## config.mk

```make
export PLATFORM = sky130hd
export DESIGN_NAME = mhpq_cell
export DESIGN_NICKNAME = d
export VERILOG_FILES = /design/src/rtl/max_heap_priority_queue_defines.svh /design/src/rtl/mhpq_pkg.sv /design/src/rtl/mhpq_cell.sv
export SDC_FILE = /design/constraint.sdc
export NUM_CORES = 1
export LEC_CHECK = 0
export ABC_AREA = 1
export BUFFER_PORTS_ARGS = -buffer_cell sky130_fd_sc_hd__buf_2
export CAP_MARGIN = 20
export CELL_PAD_IN_SITES_DETAIL_PLACEMENT = 1
export CELL_PAD_IN_SITES_GLOBAL_PLACEMENT = 2
export CORE_UTILIZATION = 24
export CTS_BUF_LIST = sky130_fd_sc_hd__clkbuf_4 sky130_fd_sc_hd__clkbuf_8
export CTS_CLUSTER_SIZE = 24
export DETAILED_ROUTE_END_ITERATION = 12
export GPL_TIMING_DRIVEN = 1
export PLACE_DENSITY = 0.91
export SYNTH_ARGS = -nofsm -noshare
export SYNTH_HDL_FRONTEND = slang
export SYNTH_SLANG_ARGS = --single-unit
```

## constraint.sdc

```tcl
create_clock -name i_clk -period 3 [get_ports i_clk]
set_input_delay 0.3 -clock i_clk [delete_from_list [all_inputs] [get_ports i_clk]]
set_output_delay 0.3 -clock i_clk [all_outputs]
set_load 0.1 [all_outputs]
```

## src/rtl/max_heap_priority_queue_defines.svh

```systemverilog
`ifndef MAX_HEAP_PRIORITY_QUEUE_DEFINES_SVH
`define MAX_HEAP_PRIORITY_QUEUE_DEFINES_SVH

// checked only outside reset
`define MHPQ_ASSERT(label, prop, msg) \
    label: assert property (@(posedge i_clk) disable iff (!i_rst_n) prop) \
        else $error(msg);

// checked at every edge, reset included
`define MHPQ_ASSERT_ALWAYS(label, prop, msg) \
    label: assert property (@(posedge i_clk) prop) else $error(msg);

`endif

```

## src/rtl/mhpq_pkg.sv

```systemverilog
`timescale 1ns / 1ps

package mhpq_pkg;

    localparam int CAPACITY   = 64;
    localparam int KEY_W      = 32;
    localparam int CNT_W      = $clog2(CAPACITY + 1);
    localparam int IN_DATA_W  = ((KEY_W + 7) / 8) * 8;
    localparam int OUT_DATA_W = ((KEY_W + CNT_W + 7) / 8) * 8;
    localparam int STATUS_W   = 2;

    typedef enum logic [0:0] {
        ACT_INSERT = 1'b0,
        ACT_DELETE = 1'b1
    } t_action;

    typedef enum logic [STATUS_W-1:0] {
        ST_INSERTED = 2'd0,
        ST_REMOVED  = 2'd1,
        ST_EMPTY    = 2'd2,
        ST_FULL     = 2'd3
    } t_status;

    // shift command broadcast along the row
    typedef struct packed {
        logic ins;
        logic del;
    } t_cell_op;

endpackage

```

## src/rtl/mhpq_cell.sv

```systemverilog
`timescale 1ns / 1ps

module mhpq_cell (
    input  logic                                  i_clk,
    input  mhpq_pkg::t_cell_op                    i_op,
    input  logic signed [mhpq_pkg::KEY_W-1:0]     i_key,
    input  logic signed [mhpq_pkg::KEY_W-1:0]     i_left_key,
    input  logic                                  i_left_gt,
    input  logic signed [mhpq_pkg::KEY_W-1:0]     i_right_key,
    input  logic                                  i_occ,
    output logic signed [mhpq_pkg::KEY_W-1:0]     o_key,
    output logic                                  o_gt
);

    logic signed [mhpq_pkg::KEY_W-1:0] r_key;
    logic signed [mhpq_pkg::KEY_W-1:0] n_key;

    // new key belongs at or before this cell
    assign o_gt  = !i_occ || (i_key > r_key);
    assign o_key = r_key;

    always_comb begin
        n_key = r_key;
        if (i_op.ins) begin
            if (i_left_gt) begin
                n_key = i_left_key;
            end else if (o_gt) begin
                n_key = i_key;
            end
        end else if (i_op.del) begin
            n_key = i_right_key;
        end
    end

    always_ff @(posedge i_clk) begin
        r_key <= n_key;
    end

endmodule

```

==> results.json <==
{
  "status": "finished clean",
  "clkSinkCount": 32,
  "vias": 2645,
  "first_global_vias": 2747,
  "place_inst": 583,
  "area_delta_synth_final_pct": 37.9,
  "final_common_cell": "buf_2",
  "first_pass_iters": 4,
  "layout_common_cells": "buf_2, nand2_1, o21ai_0, inv_1, nor2_1",
  "crit_start": "o_key[23]",
  "nets": 590,
  "grtUsageMet2": 0.286,
  "drv_cap": 0,
  "cp.arrival_ns": 2.33,
  "crit_type": "flop to primary output",
  "crit_path_max_fanout": 2,
  "p_int_w": 0.000913,
  "r2r_end": "o_key[16]",
  "drive_gt1_frac": 0.332,
  "finalCritPeriodShare": 0.876,
  "setup-violations-final": 0,
  "cts-hold-fix-buffers": 0,
  "grt_usage": 0.160,
  "rrSetupSlack_ns": 0.38,
  "wl_per_cell_um": 14.1,
  "die_area_um2": 10700,
  "drc_errors": 0,
  "p_leak_nw": 1.76,
  "cts_tree": "yes",
  "hold_end": "o_key[14]",
  "met1_usage": 0.201,
  "critPathCaptureType": "primary output",
  "holdPathStages": 3,
  "synth_seq_area_share": 0.387,
  "switching_share": 0.466,
  "stdcell_count": 591,
  "worstHoldStart": "i_right_key[14]",
  "worstPathRequired_ns": 2.70,
  "antenna_left": 0,
  "p_switching_w": 0.000798,
  "startpoint_type": "flop",
  "die_h_um": 104,
  "final_hold_viol_count": 0,
  "timing.setup.tns_ns": 0,
  "pwr-share-comb": 0.459,
  "worstHoldPathType": "primary input to flop",
  "cts_resized": 0,
  "synth_warnings": 0,
  "grtUsageMet3": 0.0252,
  "synth_cell_types": 18,
  "grt_max_degree": 35,
  "min_period_ns": 2.63,
  "synth_area_um2": 2480,
  "htree_levels": 2,
  "synth_area_leaders": "edfxtp_1, ha_1, o21ai_0, nand2_1, inv_1",
  "cts_made_buffers": 5,
  "power.total_w": 0.00171,
  "hpwl_mm": 6.67,
  "num_rows": 36,
  "top_usage_layer": "met2",
  "port_buffers": 133,
  "viasPerCell": 4.48,
  "postCtsSetupRepairBufs": 0,
  "path_clk_slew_ns": 0.08,
  "grt_antenna_before_repair": 0,
  "die_w_um": 104,
  "diodes": 0,
  "pin_count": 134,
  "clockBufferDepth": 2,
  "ys_seq_elements": 32,
  "power.density_cell_area_nw_per_um2": 500,
  "initial_core_util": 0.250,
  "synth_largest_area_cell": "edfxtp_1",
  "worst_slew_pin_slew_ns": 0.668,
  "seq_area_um2": 961,
  "ff2ff_path_depth": 14,
  "place_congestion": 0.747,
  "largest_register_ffs": 32,
  "p_seq_frac": 0.340,
  "syn-num-nets": 458,
  "coreArea_um2": 9910,
  "grt_setup_unrepaired": "no",
  "utilization": 0.345,
  "grt_remaining_overflow": 0,
  "insertion_delay_ns": 0.28,
  "max_slew_margin": 0.554,
  "multi_input_area_um2": 1310,
  "fillerInstances": 1284,
  "cts_root_buf": "clkbuf_8",
  "ir_drop_v": 0.000183,
  "final_max_slew_viol_count": 0,
  "syn_area_per_cell_um2": 7.63,
  "synthCells": 325,
  "skew_ns": 0.0131,
  "grt_pass1_wl_mm": 13.8,
  "wl_mm": 8.33,
  "synth.top_cell.area_share": 0.387,
  "dr.first_iter.drc_count": 66,
  "clkPwrFrac": 0.201,
  "r2r-start": "o_key[23]",
  "max_freq_ghz": 0.381
}
[Yosys cell counts]
master	n
a21o_1	1
a21oi_1	12
a21oi_2	1
clkbuf_1	12
edfxtp_1	32
ha_1	32
inv_1	43
nand2_1	71
nand2_2	1
nand3_1	4
nand4_1	3
nor2_1	42
nor2_2	2
nor3_2	1
o21a_2	1
o21ai_0	63
o21ai_1	3
or2_2	1
[cells by family after synthesis]
| family | synth area share |
|---|---|
| AND/OR/NAND/NOR | 0.201 |
| adder cells (fa/ha/maj) | 0.161 |
| buffers and inverters | 0.0832 |
| AO/OA/AOI/OAI | 0.167 |
| flip-flops | 0.387 |
[area by class of cell]
type / count / share of cell area
sequential: 32 / 0.281
multi-input combinational: 238 / 0.384
clock buffer: 6 / 0.0223
clock inverter: 2 / 0.00329
timing repair buffer: 137 / 0.213
inverter: 43 / 0.0483
tap: 133 / 0.0486
[stage by stage]
stage	setup WS [ns]	cell area, um2	hold WS, ns
after global routing	0.0654	3420	0.287
after detailed placement	0.267	3330	0.588
after global placement	0.310	3310	0.583
final	0.373	3420	0.293
after CTS	0.328	3420	0.285
after floorplan	0.0203	2480	0.491
[per-layer routing]
| metal | wire (um) | part of all wire |
|---|---|---|
| met1 | 3760 | 0.45 |
| met3 | 376 | 0.045 |
| met2 | 4130 | 0.50 |
| met4 | 62 | 0.0074 |
| met5 | 0 | 0 |
[critical path: stages, from the launching register on]
cell and delay [ns]:
edfxtp_1 0.38, inv_1 0.06, ha_1 0.29, nand2_1 0.07
nor2_1 0.19, nand4_1 0.14, nor2_2 0.13, nand2_1 0.08
nand2_1 0.06, nand2_1 0.05, nand2_1 0.05, nand2_1 0.06
nand2_1 0.05, buf_2 0.43
[power groups by stage]
stage / clock (W) / combinational, W / sequential [W]
after global placement: 0 / 0.000770 / 0.000592
after detailed placement: 0 / 0.000795 / 0.000593
after CTS: 0.000358 / 0.000796 / 0.000583
after global routing: 0.000382 / 0.000850 / 0.000589
final: 0.000345 / 0.000785 / 0.000582
after floorplan: 0 / 0.000229 / 0.000942
[worst max-delay path by stage]
stage | slack [ns] | depth (start not counted) | endpoint
finish | 0.37 | 13 | o_gt
global route | 0.07 | 14 | o_key[20]
CTS | 0.33 | 13 | o_gt
detailed placement | 0.27 | 14 | o_key[14]
global placement | 0.31 | 14 | o_key[19]
floorplan | 0.02 | 14 | o_key[0]
(Power assumes the default switching activity.)
